$ cat src/hdl/owdm_pkg.sv
// ----------------------------------------------------------------------------
// owdm_pkg: omni wheel drive mixer package
// Request types, CORDIC constants and arctangent table.
// ----------------------------------------------------------------------------
`timescale 1ns / 1ps
`default_nettype none
package owdm_pkg;

  localparam int ANGLE_FRAC_BITS_DEF = 13;
  localparam int DUTY_MAX_DEF        = 255;
  localparam int CORDIC_STEPS        = 24;
  localparam int STEP_W              = 5;
  localparam int ZW                  = 35;
  localparam int XW                  = 32;
  localparam int RW                  = 18;
  localparam int QW                  = 17;

  localparam logic signed [ZW-1:0] PI4_Q30     = 35'sd843314857;
  localparam logic signed [ZW-1:0] PI_Q30      = 35'sd3373259426;
  localparam logic signed [ZW-1:0] TWO_PI_Q30  = 35'sd6746518852;
  localparam logic signed [ZW-1:0] HALF_PI_Q30 = 35'sd1686629713;
  localparam logic signed [XW-1:0] GAIN_Q30    = 32'sh26DD3B6A;

  typedef struct packed {
    logic signed [15:0] heading;
    logic [6:0]         speed_percent;
  } in_req_t;

  typedef struct packed {
    logic       m1_fwd;
    logic       m1_rev;
    logic [7:0] m1_duty;
    logic       m2_fwd;
    logic       m2_rev;
    logic [7:0] m2_duty;
    logic       m3_fwd;
    logic       m3_rev;
    logic [7:0] m3_duty;
    logic       m4_fwd;
    logic       m4_rev;
    logic [7:0] m4_duty;
  } out_req_t;

  // CORDIC stage payload
  typedef struct packed {
    logic signed [XW-1:0] x;
    logic signed [XW-1:0] y;
    logic signed [ZW-1:0] z;
    logic                 flip;
    logic [6:0]           pct;
  } cord_t;

  function automatic logic signed [ZW-1:0] atan_q30(input logic [STEP_W-1:0] i);
    logic signed [ZW-1:0] v;
    case (i)
      5'd0:  v = 35'sh3243F6A8;
      5'd1:  v = 35'sh1DAC6705;
      5'd2:  v = 35'sh0FADBAFC;
      5'd3:  v = 35'sh07F56EA6;
      5'd4:  v = 35'sh03FEAB76;
      5'd5:  v = 35'sh01FFD55B;
      5'd6:  v = 35'sh00FFFAAA;
      5'd7:  v = 35'sh007FFF55;
      5'd8:  v = 35'sh003FFFEA;
      5'd9:  v = 35'sh001FFFFD;
      5'd10: v = 35'sh000FFFFF;
      5'd11: v = 35'sh0007FFFF;
      5'd12: v = 35'sh0003FFFF;
      5'd13: v = 35'sh0001FFFF;
      5'd14: v = 35'sh0000FFFF;
      5'd15: v = 35'sh00007FFF;
      5'd16: v = 35'sh00003FFF;
      5'd17: v = 35'sh00001FFF;
      5'd18: v = 35'sh00000FFF;
      5'd19: v = 35'sh000007FF;
      5'd20: v = 35'sh000003FF;
      5'd21: v = 35'sh000001FF;
      5'd22: v = 35'sh000000FF;
      5'd23: v = 35'sh0000007F;
      default: v = '0;
    endcase
    return v;
  endfunction

endpackage
`default_nettype wire

$ cat src/hdl/owdm_cordic_cell.sv
// ----------------------------------------------------------------------------
// owdm_cordic_cell: one CORDIC rotation stage
// Rotates the vector one micro-step and hands it to the next cell.
// ----------------------------------------------------------------------------
`timescale 1ns / 1ps
`default_nettype none
module owdm_cordic_cell
  import owdm_pkg::*;
#(
  parameter int STEP = 0
) (
  input  wire logic  clk,
  input  wire logic  rst_n,
  input  wire logic  en,
  input  wire logic  vld_in,
  input  wire cord_t d_in,
  output logic       vld_out,
  output cord_t      d_out
);

  localparam logic [STEP_W-1:0] STEP_IDX = STEP_W'(STEP);

  logic  vld_r;
  cord_t d_r, d_nxt;
  logic signed [XW-1:0] dx, dy;
  logic signed [ZW-1:0] at;

  always_comb begin
    dx = d_in.y >>> STEP;
    dy = d_in.x >>> STEP;
    at = atan_q30(STEP_IDX);
    d_nxt = d_in;
    if (d_in.z >= 0) begin
      d_nxt.x = d_in.x - dx;
      d_nxt.y = d_in.y + dy;
      d_nxt.z = d_in.z - at;
    end else begin
      d_nxt.x = d_in.x + dx;
      d_nxt.y = d_in.y - dy;
      d_nxt.z = d_in.z + at;
    end
  end

  always_ff @(posedge clk) begin
    if (!rst_n) begin
      vld_r <= 1'b0;
    end else if (en) begin
      vld_r <= vld_in;
    end
  end

  always_ff @(posedge clk) begin
    if (en) begin
      d_r <= d_nxt;
    end
  end

  assign vld_out = vld_r;
  assign d_out   = d_r;

endmodule
`default_nettype wire

$ cat config.mk
export PLATFORM = sky130hd
export DESIGN_NAME = owdm_cordic_cell
export DESIGN_NICKNAME = d
export VERILOG_FILES = /design/src/hdl/owdm_pkg.sv /design/src/hdl/owdm_cordic_cell.sv
export SDC_FILE = /design/constraint.sdc
export NUM_CORES = 1
export LEC_CHECK = 0
export ABC_AREA = 1
export BUFFER_PORTS_ARGS = -buffer_cell sky130_fd_sc_hd__buf_2
export CAP_MARGIN = 5
export CELL_PAD_IN_SITES_DETAIL_PLACEMENT = 0
export CELL_PAD_IN_SITES_GLOBAL_PLACEMENT = 1
export CORE_ASPECT_RATIO = 1.1
export CORE_MARGIN = 3
export CORE_UTILIZATION = 44
export CTS_CLUSTER_DIAMETER = 60
export CTS_CLUSTER_SIZE = 16
export DETAILED_ROUTE_END_ITERATION = 8
export PLACE_DENSITY_LB_ADDON = 0.1
export RECOVER_POWER = 100
export SETUP_SLACK_MARGIN = 0.5
export SYNTH_ARGS = -nofsm -noshare
export SYNTH_HDL_FRONTEND = slang
export SYNTH_SLANG_ARGS = --single-unit
$ cat constraint.sdc
create_clock -name clk -period 4.17 [get_ports clk]
set_clock_uncertainty 0.05 [all_clocks]
set_input_delay 0.6255 -clock clk [delete_from_list [all_inputs] [get_ports clk]]
set_output_delay 0.6255 -clock clk [all_outputs]
set_load 0.02 [all_outputs]
Yosys cells after proc, flatten, opt, wreduce, memory -nomap -nowiden --
Cells that the tools add are included. Widths: inputs -> output; s select.
Storage, ports and cells: bits of input ports 111, logic and storage cells 13, bits in registers 108, output and inout port bits 108
Operators by class: magnitude comparators 1, add/subtract/negate cells 5, multiplexer cells 1
Operators with widths (number):
- $mux 99 | 1
- $sub 32x32->32 | 2
- $add 35x31->35 const B | 1
- $ge 35x1->1 const B | 1
- $sub 35x31->35 const B | 1
- $add 32x32->32 | 1

Longest topological paths before layout --
Gate-level depths: netlist of run 1.
depth after elaboration 2, mapped depth 17, depth with buffers taken out 16

Worst setup path before layout of run 1 --
OpenSTA, ideal clock, no wires.
kind input -> register, from input port d_in[42] (netlist bit), to register d_r, in the netlist d_out[37], data pin, path buffers 2, path slack 1.287 ns, stages on the path 13, data required time 3.868 ns, library setup time 0.252 ns, arrival 2.580 ns, cells stage by stage inv_1 -> clkbuf_1 -> buf_2 -> ha_1 -> a21oi_1 -> nand2_1 -> nand3_1 -> nand2_1 -> a21oi_1 -> nand2b_1 -> nand2_1 -> nand2_1 -> nand2_1
RTL lines:
- start, declared | RTL line owdm_cordic_cell.sv:16 | input wire cord_t d_in,
- end signal, assigned | RTL line owdm_cordic_cell.sv:54 | d_r <= d_nxt;
- end, declared | RTL line owdm_cordic_cell.sv:24 | cord_t d_r, d_nxt;

==> impl_metrics.ini, run 1 <==
[global_route]
grt_max_degree = 64
grt_pass1_vias = 12850
antenna_found_initial = 0
track_usage = 0.2757
grt_pass1_wl_mm = 67.50
overflow = 0

[pwr]
ir_drop_mv = 0.1906
leakage_nw = 7.612
power_density_nw_per_um2 = 295.4

[logic_synthesis]
ys_ff_latch = 107
synth_area_per_cell_sq_um = 6.341
ys.flop_type = edfxtp_1
syn-cell-area_sq_um = 12650
syn-num-nets = 2243
ys_seq_area_frac = 0.2532
syn_inst = 1995
synth_edf_count = 106
synth.distinct_cells = 41
yosys_warnings = 0
async_flop_share = 0

[drt]
dr.pass1.iters = 5
drc = 0
wl_per_cell_um = 16.76
viasPerCell = 5.087
num_vias = 13000
first_iter_violations = 948
wl_mm = 42.85
ant_nets = 0

[die]
rows = 64
io_pins = 219
core_area_sq_um = 28030
fp.dieW_um = 167.7
start_util = 0.4513
dieHeight_um = 183.8
dieArea_sq_um = 30820

[clock_network]
cts_buffers = 9
clockBufferDepth = 2
cts_root_buffer = clkbuf_16
ctsResizeCount = 0
post_cts_buffers = 0
cts.sinks = 107
clkLatencyLatePin_ns = 0.37
cts_max_level = 3
ctsHoldBuffers = 0
cts_tree = done
clk_pin_slew_ns = 0.08

[status]
status = finished with violations
violations = capacitance limit, slew limit

[worst_setup_path]
critPathLaunch = d_in[42]
r2r_cells = 2
r2r_setup_slack_ns = 3.42
cp-start-kind = input pin
worstReg2RegStart = vld_out
worst_setup_path_end_kind = register
path_class = in -> reg
crit_path_end = d_out[83]
path_max_fanout = 57
arrival_ns = 3.27
worstReg2RegEnd = vld_out
critPathRequiredTime_ns = 4.33

[timing]
setup_viol = 0
relSlewSlack = -0.1555
min_period_ns = 3.101
finalMaxSlewViolations = 64
worst_pin_slew_ns = 1.733
timing.final.ws_setup_ns = 1.069
finalSetupTns_ns = 0
rsz0062_at_grt = false
hold_violations = 0
fmax_mhz = 322.4
fin_crit_sh = 0.7438

[placed_design]
dp_hpwl_mm = 35.95
gp_congestion = 0.9225
placedCellCount = 2540
port_buffers = 218
dp_slack_ns = 1.198

[cells_and_area]
diodes = 0
fillCellCount = 3099
final_core_util = 0.5047
fin_nets = 2436
drive_above_1_share = 0.07615
stdcell_count = 2556
syn_to_final_growth_pct = 11.82

[run]
maxCapViolCount = 1

[hold_path]
hold_class = in -> reg
==> metal layers <==
metal	routed length [um]	vias to the layer above	global-route usage
met2	20700	412	0.4940
met4	1189	0	0.08478
met3	2265	59	0.02903
li1	-	6700	-
met1	18690	5831	0.3508
met5	0	-	0
==> worst max-delay path, stage by stage <==
cell	delay, ns
buf_2	0.10
inv_1	0.73
clkbuf_2	1.15
o21ai_0	0.33
o21ai_0	0.25
==> power by group <==
| part | internal (mW) | leakage (nW) | switching [mW] | total, mW |
|---|---|---|---|---|
| sequential | 1.38 | 1.04 | 0.0575 | 1.44 |
| combinational | 0.522 | 6.42 | 1.26 | 1.78 |
| clock | 0.482 | 0.152 | 0.474 | 0.957 |
| total | 2.39 | 7.61 | 1.79 | 4.18 |
==> flip-flops by register name (all words and copies together) (netlist names) <==
signal / cells
d_out: 106
vld_out: 1
==> layout make-up <==
class / instances / area [sq um] / area share
sequential: 107 / 3203 / 0.2264
clock inverter: 6 / 78.83 / 0.005573
clock buffer: 10 / 229.0 / 0.01619
inverter: 359 / 1348 / 0.09527
multi-input combinational: 1488 / 7854 / 0.5552
tap: 363 / 454.2 / 0.03211
timing repair buffer: 223 / 978.4 / 0.06917
==> through the flow <==
stage	hold WS, ns	power [mW]	cell area (sq um)
after global placement	0.4685	3.262	14000
after detailed placement	0.4976	3.273	14000
after CTS	0.3653	4.235	14310
final	0.3785	4.179	14140
after global routing	0.3663	4.463	14140
after floorplan	0.5555	2.667	12650
==> synth_stat cells, types with 13 or more instances <==
library cell	number	area share
inv_2	13	0.0039
buf_2	17	0.0067
ha_1	133	0.13
nand2_2	16	0.0079
nand3_1	179	0.071
nand4_1	27	0.013
nor2_1	131	0.039
nor3_1	17	0.0067
a21oi_1	115	0.045
o21ai_0	56	0.022
xor2_1	38	0.026
nand2_1	692	0.21
inv_1	344	0.10
edfxtp_1	106	0.25
buf_4	14	0.0083
==> cells in the final DEF, fill, tap and decap left out, types with 9 or more instances in the layout <==
cell type	count
a21oi_1	115
buf_2	105
clkbuf_1	115
clkbuf_16	9
edfxtp_1	106
ha_1	133
inv_1	344
inv_2	13
nand2_1	694
nand2_2	14
nand3_1	179
nand4_1	27
nor2_1	133
nor3_1	17
o21a_1	12
o21ai_0	63
o21bai_1	11
xor2_1	38
==> worst min-delay path by stage <==
stage	from	endpoint	slack, ns	depth (start not counted)
2_1_floorplan	vld_out	vld_out	0.56	2
3_3_place_gp	vld_out	vld_out	0.47	2
3_5_place_dp	vld_out	vld_out	0.50	2
4_1_cts	d_in[7]	d_out[7]	0.37	1
5_1_grt	d_in[2]	d_out[2]	0.37	1
6_report	d_in[7]	d_out[7]	0.38	1
==> logic make-up after synthesis <==
kind of cell	after synthesis	synth area share
adder cells (fa/ha/maj)	137	0.1379
AO/OA/AOI/OAI	219	0.09387
AND/OR/NAND/NOR	1089	0.3601
XOR/XNOR	43	0.02977
flip-flops	107	0.2532
buffers and inverters	400	0.1251
Power figures use the tool's default switching activity.
==> run 2, diff against run 1 <==
Settings changed: CORE_UTILIZATION 44 to 41.
Clock period 4.17 ns to 3.1 ns, I/O delays scaled along.
==> impl_metrics.ini, run 2 (same netlist as run 1, synthesis figures left out) <==
[timing]
setup_viol = 0
finalMaxSlewViolations = 0
rsz0062_at_grt = false
relSlewSlack = 0.06304
fmax_mhz = 394.7
hold_violations = 0
min_period_ns = 2.533
finalSetupTns_ns = 0
worst_pin_slew_ns = 1.405
fin_crit_sh = 0.8172

[status]
status = complete, no violations

[drt]
first_iter_violations = 1076
drc = 0
viasPerCell = 5.044
dr.pass1.iters = 7
wl_per_cell_um = 16.10
wl_mm = 41.96
num_vias = 13150
ant_nets = 0

[worst_setup_path]
cp-start-kind = input pin
critPathMaxStageDelay_ns = 0.50
worst_setup_path_end_kind = register
cpMostUsedCell = nand2_1
path_max_fanout = 10
cpMaxStageDelayCell = ha_1
crit_buf_inv = 2
crit_family = simple AND/OR/NAND/NOR gates
path_class = in -> reg
critPathRequiredTime_ns = 3.18
arrival_ns = 2.62
path_cells = clkbuf_1 -> inv_1 -> ha_1 -> nand2_1 -> nor2_1 -> nand2_1 -> nand3_1 -> nand2_1 -> nand2_1 -> nand2_1 -> nand2_1 -> nand2_1 -> nand3_1 -> nand2_1

[die]
io_pins = 219
fp.dieW_um = 173.5
rows = 66
start_util = 0.4220
dieHeight_um = 190.2
dieArea_sq_um = 33000
core_area_sq_um = 29980

[global_route]
grt_max_degree = 49
grt_pass1_wl_mm = 65.74
overflow = 0
grt_pass1_vias = 12810
track_usage = 0.2509
antenna_found_initial = 0

[cells_and_area]
final_common_cell = nand2_1
final_cell_mix = nand2_1, inv_1, nand3_1
fin_nets = 2442
largest_reg_flops = 106
drive_above_1_share = 0.07640
finalInstanceArea_sq_um = 14240
syn_to_final_growth_pct = 12.56
diodes = 0

[placed_design]
gp_congestion = 0.9744
dp_hpwl_mm = 35.28
port_buffers = 218
placed_cell_area_sq_um = 14110

[pwr]
ir_drop_mv = 0.2385
leakage_nw = 7.622
power_density_nw_per_um2 = 392.2
total_power_mw = 5.585

[clock_network]
cts_buffers = 9
post_cts_buffers = 0
clkLatencyLatePin_ns = 0.36
cts_tree = done
clk_pin_slew_ns = 0.08
cts_root_buffer = clkbuf_16
cts.sinks = 107
cts_max_level = 3
clockBufferDepth = 2

[hold_path]
hold_class = in -> reg

[run]
maxCapViolCount = 0
[run 2: metrics by stage]
step	hold WS (ns)	instances	setup WS (ns)	utilization
final	0.2271	2607	0.5667	0.4750
after global placement	0.4665	2591	0.3651	0.4708
after detailed placement	0.4863	2591	0.2649	0.4708
after floorplan	0.5085	1995	0.5009	-
after global routing	0.2109	2607	0.3529	0.4750
after CTS	0.2126	2607	0.6502	0.4812
[run 2: power breakdown]
group | leakage [nW] | internal [mW] | switching, mW
Clock | 0.146 | 0.643 | 0.622
Sequential | 1.04 | 1.86 | 0.0629
Combinational | 6.43 | 0.708 | 1.69
[run 2: cell type report]
cell class,instances,area [sq um]
clock buffers,9,225.2
clock inverters,7,85.08
fillers,3278,15740
inverters,359,1350
multi-input cells,1488,7846
flip-flops and latches,107,3203
well taps,408,510.5
repair buffers,229,1018
[run 2: final timing paths]
check        startpoint          to  slack [ns]  cells after the start
min reg2reg     vld_out     vld_out        0.50                      2
min             d_in[5]    d_out[5]        0.23                      1
max            d_in[48]  d_out[105]        0.57                     14
max reg2reg     vld_out     vld_out        2.40                      2
[run 2: what timing repair did]
action / CTS / global route
setup endpoints to repair: 0 / 7
hold endpoints to repair: 0 / 0
gates resized for setup: 0 / 4
hold buffers: 0 / 0
[run 2: worst register-to-register path: cells and delay by family, from the launching register on]
family / cells / cell delay, ns
flip-flops: 1 / 0.31
AO/OA/AOI/OAI: 2 / 0.22
[run 2: routing by layer]
metal | vias up | share of wire | global-route usage
li1 | 6705 | - | -
met2 | 443 | 0.47 | 0.4342
met4 | 0 | 0.041 | 0.1123
met3 | 83 | 0.055 | 0.02609
met5 | - | 0 | 0
met1 | 5919 | 0.44 | 0.3169
