**src/hdl/owdm_pkg.sv**
```systemverilog
// ----------------------------------------------------------------------------
// owdm_pkg: omni wheel drive mixer package
// Request types, CORDIC constants and arctangent table.
// ----------------------------------------------------------------------------
`timescale 1ns / 1ps
`default_nettype none
package owdm_pkg;

  localparam int ANGLE_FRAC_BITS_DEF = 13;
  localparam int DUTY_MAX_DEF        = 255;
  localparam int CORDIC_STEPS        = 24;
  localparam int STEP_W              = 5;
  localparam int ZW                  = 35;
  localparam int XW                  = 32;
  localparam int RW                  = 18;
  localparam int QW                  = 17;

  localparam logic signed [ZW-1:0] PI4_Q30     = 35'sd843314857;
  localparam logic signed [ZW-1:0] PI_Q30      = 35'sd3373259426;
  localparam logic signed [ZW-1:0] TWO_PI_Q30  = 35'sd6746518852;
  localparam logic signed [ZW-1:0] HALF_PI_Q30 = 35'sd1686629713;
  localparam logic signed [XW-1:0] GAIN_Q30    = 32'sh26DD3B6A;

  typedef struct packed {
    logic signed [15:0] heading;
    logic [6:0]         speed_percent;
  } in_req_t;

  typedef struct packed {
    logic       m1_fwd;
    logic       m1_rev;
    logic [7:0] m1_duty;
    logic       m2_fwd;
    logic       m2_rev;
    logic [7:0] m2_duty;
    logic       m3_fwd;
    logic       m3_rev;
    logic [7:0] m3_duty;
    logic       m4_fwd;
    logic       m4_rev;
    logic [7:0] m4_duty;
  } out_req_t;

  // CORDIC stage payload
  typedef struct packed {
    logic signed [XW-1:0] x;
    logic signed [XW-1:0] y;
    logic signed [ZW-1:0] z;
    logic                 flip;
    logic [6:0]           pct;
  } cord_t;

  function automatic logic signed [ZW-1:0] atan_q30(input logic [STEP_W-1:0] i);
    logic signed [ZW-1:0] v;
    case (i)
      5'd0:  v = 35'sh3243F6A8;
      5'd1:  v = 35'sh1DAC6705;
      5'd2:  v = 35'sh0FADBAFC;
      5'd3:  v = 35'sh07F56EA6;
      5'd4:  v = 35'sh03FEAB76;
      5'd5:  v = 35'sh01FFD55B;
      5'd6:  v = 35'sh00FFFAAA;
      5'd7:  v = 35'sh007FFF55;
      5'd8:  v = 35'sh003FFFEA;
      5'd9:  v = 35'sh001FFFFD;
      5'd10: v = 35'sh000FFFFF;
      5'd11: v = 35'sh0007FFFF;
      5'd12: v = 35'sh0003FFFF;
      5'd13: v = 35'sh0001FFFF;
      5'd14: v = 35'sh0000FFFF;
      5'd15: v = 35'sh00007FFF;
      5'd16: v = 35'sh00003FFF;
      5'd17: v = 35'sh00001FFF;
      5'd18: v = 35'sh00000FFF;
      5'd19: v = 35'sh000007FF;
      5'd20: v = 35'sh000003FF;
      5'd21: v = 35'sh000001FF;
      5'd22: v = 35'sh000000FF;
      5'd23: v = 35'sh0000007F;
      default: v = '0;
    endcase
    return v;
  endfunction

endpackage
`default_nettype wire

```
**src/hdl/owdm_div_cell.sv**
```systemverilog
// ----------------------------------------------------------------------------
// owdm_div_cell: one restoring divider step for both ratios
// Produces one quotient bit of |c|/a and |s|/a per cell.
// ----------------------------------------------------------------------------
`timescale 1ns / 1ps
`default_nettype none
module owdm_div_cell
  import owdm_pkg::*;
#(
  parameter bit FIRST = 1'b0
) (
  input  wire logic          clk,
  input  wire logic          rst_n,
  input  wire logic          en,
  input  wire logic          vld_in,
  input  wire logic [RW-1:0] a_in,
  input  wire logic [RW-1:0] rc_in,
  input  wire logic [RW-1:0] rs_in,
  input  wire logic [QW-1:0] qc_in,
  input  wire logic [QW-1:0] qs_in,
  input  wire logic          nc_in,
  input  wire logic          ns_in,
  input  wire logic [6:0]    pct_in,
  output logic               vld_out,
  output logic [RW-1:0]      a_out,
  output logic [RW-1:0]      rc_out,
  output logic [RW-1:0]      rs_out,
  output logic [QW-1:0]      qc_out,
  output logic [QW-1:0]      qs_out,
  output logic               nc_out,
  output logic               ns_out,
  output logic [6:0]         pct_out
);

  logic vld_r;
  logic [RW:0] tc, ts;
  logic [RW-1:0] rc_nxt, rs_nxt;
  logic bc, bs;

  // first cell compares the unshifted dividend (quotient bit 16)
  always_comb begin
    tc = FIRST ? {1'b0, rc_in} : {rc_in, 1'b0};
    ts = FIRST ? {1'b0, rs_in} : {rs_in, 1'b0};
    bc = tc >= {1'b0, a_in};
    bs = ts >= {1'b0, a_in};
    rc_nxt = bc ? RW'(tc - {1'b0, a_in}) : RW'(tc);
    rs_nxt = bs ? RW'(ts - {1'b0, a_in}) : RW'(ts);
  end

  always_ff @(posedge clk) begin
    if (!rst_n) begin
      vld_r <= 1'b0;
    end else if (en) begin
      vld_r <= vld_in;
    end
  end

  always_ff @(posedge clk) begin
    if (en) begin
      a_out   <= a_in;
      rc_out  <= rc_nxt;
      rs_out  <= rs_nxt;
      qc_out  <= {qc_in[QW-2:0], bc};
      qs_out  <= {qs_in[QW-2:0], bs};
      nc_out  <= nc_in;
      ns_out  <= ns_in;
      pct_out <= pct_in;
    end
  end

  assign vld_out = vld_r;

endmodule
`default_nettype wire
```
**config.mk**
```make
export PLATFORM = sky130hd
export DESIGN_NAME = owdm_div_cell
export DESIGN_NICKNAME = d
export VERILOG_FILES = /design/src/hdl/owdm_pkg.sv /design/src/hdl/owdm_div_cell.sv
export SDC_FILE = /design/constraint.sdc
export NUM_CORES = 1
export LEC_CHECK = 0
export ABC_AREA = 1
export BUFFER_PORTS_ARGS = -buffer_cell sky130_fd_sc_hd__buf_2
export CORE_MARGIN = 10
export CORE_UTILIZATION = 55
export CTS_CLUSTER_DIAMETER = 60
export DETAILED_ROUTE_END_ITERATION = 7
export PLACE_DENSITY = 0.85
export SETUP_SLACK_MARGIN = 0.2
export SKIP_CTS_REPAIR_TIMING = 1
export SYNTH_ARGS = -nofsm -noshare
export SYNTH_HDL_FRONTEND = slang
export SYNTH_SLANG_ARGS = --single-unit
```
**constraint.sdc**
```tcl
create_clock -name clk -period 3.75 [get_ports clk]
set_clock_uncertainty 0.1 [all_clocks]
set_input_delay 0.375 -clock clk [delete_from_list [all_inputs] [get_ports clk]]
set_output_delay 0.375 -clock clk [all_outputs]
set_load 0.01 [all_outputs]
```
# Yosys cells after proc, flatten, opt, wreduce, memory -nomap -nowiden
# Cells that the tools add are included.
[word_totals] in_bits=101 reg_bits=98 word_cells=17
[classes] mux=2 n_addsub=2 order_cmp=2
[ops] cell="19-bit by 18-bit >= comparator with 1-bit output" n=2
[ops] cell="18-bit two-way mux" n=2
[ops] cell="18-bit subtractor" n=2

# Longest topological paths before layout
# Gate-level depths: netlist of run 1.
[depth] word_depth=2 mapped_depth=14 depth_no_buf=13

# Least setup slack after synthesis of run 1
# No wires, ideal clock.
[synth_path] kind="in2reg" from="input port a_in[1]" to="register rc_out[0] (data pin)" path_stages=8 path_buffers=1 t_arrival_ps=1674 path_slack_ps=1715 path_cell_list="inv_1 ha_1 ha_1 nand3_1 nor2_1 a31oi_2 buf_6 a21oi_2"
[synth_via] elab_chain_len=1
[synth_lines] item="start, declared" line_no="owdm_div_cell.sv:16" source="input wire logic [RW-1:0] a_in,"
[synth_lines] item="19-bit by 18-bit >= comparator with 1-bit output" line_no="owdm_div_cell.sv:44" source="bc = tc >= {1'b0, a_in};"
[synth_lines] item="end signal, assigned" line_no="owdm_div_cell.sv:61" source="rc_out <= rc_nxt;"
[synth_lines] item="end, declared" line_no="owdm_div_cell.sv:26" source="output logic [RW-1:0] rc_out,"
# No other way between the ends.
# A chain may end at the register's enable or synchronous reset.

# Final worst setup path of run 1
[layout_path] from="input port a_in[1]" to="register rc_out[10] (data pin)"
[layout_via] elab_chain_len=2 word_cells_on_any_way=3 cone_classes="add/sub (1); order compare (1); mux (1)"
[layout_lines] item="18-bit subtractor or 19-bit by 18-bit >= comparator with 1-bit output (tied branches)" line_no="owdm_div_cell.sv:46, owdm_div_cell.sv:44"
[layout_lines] item="18-bit two-way mux (*)" line_no="owdm_div_cell.sv:46" source="rc_nxt = bc ? RW'(tc - {1'b0, a_in}) : RW'(tc);"
[layout_lines] item="named net rc_nxt[10]" line_no="owdm_div_cell.sv:37" source="logic [RW-1:0] rc_nxt, rs_nxt;"
# The timed path passes the listed nets; every way through them passes the cells marked *.

==> results of run 1 <==
## area by class of cell
type	count	area, um^2
multi-input cells	464	2520
clock inverters	6	57.6
repair buffers	198	998
inverters	83	312
diodes	2	5.00
well taps	136	170
flip-flops and latches	98	2930
clock buffers	10	138
fillers	875	3190
## flip-flops by register name, indices dropped and copies added, names as in the netlist
name	flops
rs_out	18
vld_out	1
pct_out	7
nc_out	1
a_out	18
rc_out	18
qc_out	17
qs_out	17
ns_out	1
## cell usage after synthesis
library cell	instances
nor3_1	8
ha_1	36
buf_6	4
a21oi_1	15
buf_8	2
nand4_4	2
o21bai_1	2
nand4_1	2
edfxtp_1	97
nand2_4	2
nor2_1	36
a31oi_2	2
nand2_1	224
inv_2	9
inv_1	74
xor2_1	16
nand2_2	8
nand3_1	74
nor2_2	6
dfxtp_1	1
a21oi_2	6
or2_2	2
buf_2	2
o21ai_0	3
fa_1	2
xnor2_1	2
nand3b_1	14
nand3_2	2
## worst paths after layout
kind                                            from                    to  slack (ns)  depth (start not counted)
worst min register to register  vld_out$_SDFFE_PN0P_  vld_out$_SDFFE_PN0P_        0.49                          2
worst min-delay path                        qc_in[8]   qc_out[9]$_DFFE_PP_        0.07                          1
worst max-delay path                         a_in[1]  rc_out[10]$_DFFE_PP_        1.37                          9
worst max register to register  vld_out$_SDFFE_PN0P_  vld_out$_SDFFE_PN0P_        2.93                          2
## cell usage in the layout (no fill, tap or decap), types with 2 or more instances in the layout
cell type	instances
nand2_1	224
buf_2	195
edfxtp_1	97
inv_1	74
nand3_1	74
nor2_1	36
ha_1	36
xor2_1	16
a21oi_1	15
nand3b_1	14
clkbuf_8	10
inv_2	9
nand2_2	8
nor3_1	8
nor2_2	6
a21oi_2	6
o21ai_0	3
clkinv_4	3
buf_4	3
diode_2	2
nand4_1	2
nand3_2	2
nand4_4	2
or2_2	2
nand2_4	2
a31oi_2	2
xnor2_1	2
o21bai_1	2
fa_1	2
inv_8	2
## metrics by stage
step | worst slack [ns] | hold slack (ns) | power (mW)
2_1_floorplan | 1.72 | 0.368 | 1.85
3_3_place_gp | 1.09 | 0.424 | 2.12
3_5_place_dp | 1.05 | 0.453 | 2.14
4_1_cts | 1.46 | 0.0599 | 2.81
5_1_grt | 1.28 | 0.0514 | 2.95
6_report | 1.37 | 0.0716 | 2.79
## metal layers
| metal | wire (um) | vias up |
|---|---|---|
| met2 | 7870 | 238 |
| met5 | 0 | - |
| met3 | 1870 | 27 |
| met1 | 6710 | 2302 |
| met4 | 402 | 0 |
| li1 | - | 2562 |
## cells by family after synthesis
logic type | count (synthesis) | synth area share
fa+ha+maj | 38 | 0.0839
flops | 98 | 0.501
simple gates | 380 | 0.289
xor+xnor | 18 | 0.0270
buf+inv | 91 | 0.0678
compound gates | 28 | 0.0312
## power breakdown
part | internal, mW | total (mW) | switching [mW] | leakage [nW]
combinational | 0.278 | 0.742 | 0.464 | 2.54
sequential | 1.34 | 1.37 | 0.0275 | 0.957
clock | 0.275 | 0.680 | 0.405 | 0.101
total | 1.90 | 2.79 | 0.897 | 3.60
## worst max-delay path: stages
cell and delay [ns]:
buf_2 0.10, inv_1 0.22, ha_1 0.32, ha_1 0.23, nand3_1 0.10, nor2_1 0.05
a31oi_2 0.83, nand3_1 0.14, nand2_1 0.15
==> out/qor.csv, run 1 <==
stage;metric;value;unit
placement;RePlAce Congestion;0.921;
clock_network;Num CTS Buffers;9;
run_status;status;finished clean;
floorplan;Die W;123;um
critical_path;CP required;3.89;ns
pwr;Pwr per Cell Area;392;mW/mm^2
critical_path;type of origin of the critical path;input pin;
route;Via density;5.14;
run;Max Cap Viol;0;
critical_path;Crit Path Category;in2reg;
clock_network;CTS tree;yes;
synthesis;sequential area share after synthesis;0.501;
floorplan;die extent in y;123;um
floorplan;# IOs;199;
grt;total track usage;0.214;
pwr;VDD IR max;0.000240;V
critical_path;CP arrival;2.52;ns
synthesis;Gate Count Post-Synth;653;
sta;RSZ-0062 raised after global routing;false;
placement;Placed Area;0.00693;mm^2
layout;layout cell share with drive strength beyond 1;0.295;
placement;Buffers on Ports;196;
synthesis;Netlist Area Pre-Place;0.00585;mm^2
route;DR pass1 iterations;5;
grt;pin count of the biggest net entering global routing;91;
route;DRT Wirelength;16.9;mm
synthesis;Yosys top cell by area;edfxtp_1;
grt;met1 usage;0.260;
synthesis;Avg Cell Area, Syn;8.96;um^2
layout;final cell count without fillers;997;
layout;Layout area overhead;21.9;%
grt;first-pass GRT wire length;25.4;mm
grt;GRT Max-Usage Layer;met2;
floorplan;num rows;37;
floorplan;Die ar.;0.0152;mm^2
clock_network;Clock Pin Slew Worst Setup and Hold Paths;0.11;ns
route;drt first-iter violations;450;
sta;Max-slew headroom;0.256;
synthesis;flops & latches, synth;98;
synthesis;warnings from Yosys;0;
floorplan;Core ar.;0.0103;mm^2
floorplan;Starting Density;0.567;
placement;HPWL after DPL;13.6;mm
synthesis;top cells by area, synth;edfxtp_1 50%, nand2_1 14%, ha_1 7.7%;
placement;total placed cells including tap cells;979;
critical_path;crit end category;flip-flop;
grt;met2 usage;0.355;
sta;final setup vio count;0;
sta;Setup TNS;0;ns
sta;worst slew pin tran;1.12;ns
synthesis;Netlist cell types;28;
layout;nets;993;
grt;grt met3 use;0.0652;
clock_network;H-tree depth;3;
clock_network;CTS Root Cell;clkbuf_8;
sta;Hold Vio Cnt, Final;0;
sta;final-report max-slew violation count;0;
grt;GR Overflow Total;0;
clock_network;CTS sink count;98;
route;Final ANT Viol Nets;0;
sta;Tcrit/Tclk final;0.636;
grt;vias in the first global route;4871;
layout;post-layout util;0.691;
critical_path;Max FO, Critical Path;18;
grt;initial antenna violation count;2;
sta;minimum clock period;2.38;ns
route;DRC;0;
route;Avg WL per Cell;16.9;um
synthesis;share of the synthesized area in the top cell type;0.498;
pwr;Static Leak;3.60;nW
clock_network;clk_lat worst skew;0.37;ns
sta;fmax;419;MHz
hold_path;Worst Hold Class;in2reg;
layout;post-route cell area;0.00713;mm^2
route;Vias;5129;
clock_network;CTS Buffer Depth;2;
synthesis;syn_nets;792;
(Power assumes the default switching activity.)
==> run 2: changes to the inputs <==
ABC_AREA = 0   (was 1)
CORE_UTILIZATION = 50   (was 55)
PLACE_DENSITY = 0.79   (was 0.85)
clock period = 2.3 ns   (was 3.75 ns; I/O delays follow)
==> run 2 against run 1 <==
Against the previous run:
- global-route usage grew 0.74 points
- synthesized cell count shrank 30%
- count of clock-buffer cells in the layout is the same
- first-iteration DRC count shrank 12%
- critical path depth grew 2
- core utilization grew 14 points
- routed wire length grew 25%
- non-clock buffer count grew 191
- sequential share of layout area shrank 8.7 points
- largest power group unchanged
- clock power grew 71%
- combinational power grew to 2.5 times the previous value
- worst hold slack lost 0.045 ns
==> out/qor.csv, run 2 <==
stage;metric;value;unit
critical_path;crit end category;flip-flop;
sta;minimum clock period;2.28;ns
sta;Hold Vio Cnt, Final;0;
grt;met2 usage;0.377;
floorplan;num rows;38;
critical_path;Worst Setup SP;a_in[1];
critical_path;CP required;2.33;ns
clock_network;Num CTS Buffers;9;
layout;most common cell after layout, fill and taps aside;buf_2;
critical_path;Crit Path Category;in2reg;
route;Via density;5.41;
critical_path;R2R Path Start;vld_out$_SDFFE_PN0P_;
run;Max Cap Viol;0;
critical_path;Max FO, Critical Path;6;
route;DRT Wirelength;21.0;mm
run_status;status;finished clean;
layout;commonest non-fill, non-tap cells in the layout;186 x buf_2, 128 x buf_4, 97 x edfxtp_1, 56 x dlygate4sd3_1, 27 x mux2_4;
synthesis;Netlist cell types;58;
hold_path;Hold EP;vld_out$_SDFFE_PN0P_;
sta;Tcrit/Tclk final;0.992;
pwr;Static Leak;4.01;nW
synthesis;Synth Flop Type;edfxtp_1;
hold_path;Worst Hold Class;in2reg;
critical_path;CP max stage cell;o31a_1;
route;drt first-iter violations;395;
sta;Max-slew headroom;0.732;
floorplan;die extent in y;125;um
hold_path;worst hold stages;3;
floorplan;Starting Density;0.509;
synthesis;syn_nets;596;
layout;Layout area overhead;63.8;%
clock_network;CTS sink count;98;
critical_path;CP arrival;2.31;ns
placement;HPWL after DPL;15.0;mm
synthesis;sequential area share after synthesis;0.532;
synthesis;ys async rst share;0;
synthesis;Avg Cell Area, Syn;12.1;um^2
grt;initial antenna violation count;2;
floorplan;Die ar.;0.0156;mm^2
grt;total track usage;0.222;
placement;RePlAce Congestion;0.933;
layout;layout cell share with drive strength beyond 1;0.524;
layout;# fillers;619;
grt;grt met3 use;0.0651;
floorplan;Die W;125;um
hold_path;hold path start;vld_in;
critical_path;type of origin of the critical path;input pin;
synthesis;top cells by area, synth;edfxtp_1 53%, ha_1 8.2%, mux2_2 4.5%;
pwr;Pwr per Cell Area;586;mW/mm^2
floorplan;# IOs;199;
synthesis;Netlist Area Pre-Place;0.00552;mm^2
layout;post-layout util;0.834;
sta;Hold WS;0.0269;ns
synthesis;most common cell in the netlist;edfxtp_1;
route;Final ANT Viol Nets;0;
critical_path;RR Endpoint;vld_out$_SDFFE_PN0P_;
pwr;VDD IR max;0.000390;V
synthesis;Gate Count Post-Synth;457;
clock_network;H-tree depth;3;
synthesis;warnings from Yosys;0;
critical_path;cells on worst reg2reg path;2;
sta;fmax;438;MHz
route;DRC;0;
sta;RSZ-0062 raised after global routing;true;
sta;final-report max-slew violation count;0;
route;DR pass1 iterations;7;
sta;worst slew pin tran;0.400;ns
grt;met1 usage;0.264;
grt;pin count of the biggest net entering global routing;55;
route;Avg WL per Cell;21.3;um
synthesis;Yosys top cell by area;edfxtp_1;
sta;final setup vio count;0;
synthesis;Commonest cells post-synth;97 x edfxtp_1, 36 x ha_1, 28 x a21oi_1;
sta;Final Worst Setup Slack;0.0184;ns
layout;nets;979;
clock_network;clk_lat worst skew;0.37;ns
placement;Buffers on Ports;196;
route;Vias;5337;
clock_network;Clock Pin Slew Worst Setup and Hold Paths;0.10;ns
grt;GRT Max-Usage Layer;met2;
synthesis;flops & latches, synth;98;
clock_network;CTS Buffer Depth;2;
critical_path;R2R Setup Slk;1.58;ns
grt;GR Overflow Total;0;
critical_path;crit-path cells;buf_8 > inv_6 > ha_4 > nor2b_4 > o31a_1 > o211ai_1 > a211oi_2 > buf_4 > o2bb2ai_4 > clkbuf_16 > mux2_4;
layout;largest registers;a_out (18), rc_out (18), rs_out (18);
critical_path;CP max stage delay;0.31;ns
clock_network;CTS tree;yes;
pwr;Pwr Total;5.30;mW
synthesis;Post-synth EDFFs;97;
floorplan;Core ar.;0.0108;mm^2
grt;first-pass GRT wire length;27.9;mm
synthesis;share of the synthesized area in the top cell type;0.528;
grt;vias in the first global route;5231;
placement;worst slack at placement;-0.440;ns
clock_network;CTS Root Cell;clkbuf_8;
run 2: worst max-delay path by stage:
stage               cells after the start  slack (ns)                   end
floorplan                              11       -0.18  rs_out[11]$_DFFE_PP_
global placement                       10       -0.36   rs_out[1]$_DFFE_PP_
detailed placement                     11       -0.44   rs_out[4]$_DFFE_PP_
CTS                                    11       -0.04   rs_out[3]$_DFFE_PP_
global route                           11       -0.04   rc_out[5]$_DFFE_PP_
finish                                 11        0.02   rc_out[6]$_DFFE_PP_
run 2: cell families after synthesis:
group           Yosys count  share of synthesized area
xor+xnor                 24                     0.0381
fa+ha+maj                38                     0.0889
buf+inv                  44                     0.0374
flops                    98                      0.532
compound gates          107                      0.133
simple gates            113                      0.101
mux                      33                     0.0707
run 2: critical path, delay by kind of cell:
kind	cells	cell delay, ns
fa+ha+maj	1	0.19
mux	1	0.29
compound gates	4	0.93
simple gates	1	0.12
buf+inv	4	0.52
run 2: cell type report:
class | count | area [um^2] | area share
inverters | 27 | 134 | 0.0148
well taps | 140 | 175 | 0.0194
repair buffers | 389 | 2730 | 0.302
multi-input cells | 315 | 2860 | 0.317
clock buffers | 10 | 128 | 0.0141
clock inverters | 6 | 73.8 | 0.00817
diodes | 1 | 2.50 | 0.000277
flip-flops and latches | 98 | 2930 | 0.325
run 2: stage by stage:
stage / cell area [um^2] / cells / setup TNS [ns]
floorplan: 5690 / 457 / -3.12
global placement: 7720 / 902 / -11.14
detailed placement: 7720 / 902 / -13.66
CTS: 7930 / 918 / -0.213
global route: 9040 / 986 / -0.339
finish: 9040 / 986 / 0
run 2: layer usage:
| layer | share of wire | vias to the layer above |
|---|---|---|
| li1 | - | 2504 |
| met1 | 0.39 | 2524 |
| met2 | 0.50 | 264 |
| met3 | 0.083 | 43 |
| met4 | 0.027 | 2 |
| met5 | 0.00062 | - |
run 2: power by group:
group          internal, mW  switching, mW
Combinational         0.986          0.889
Sequential             2.20         0.0566
Clock                 0.517          0.647
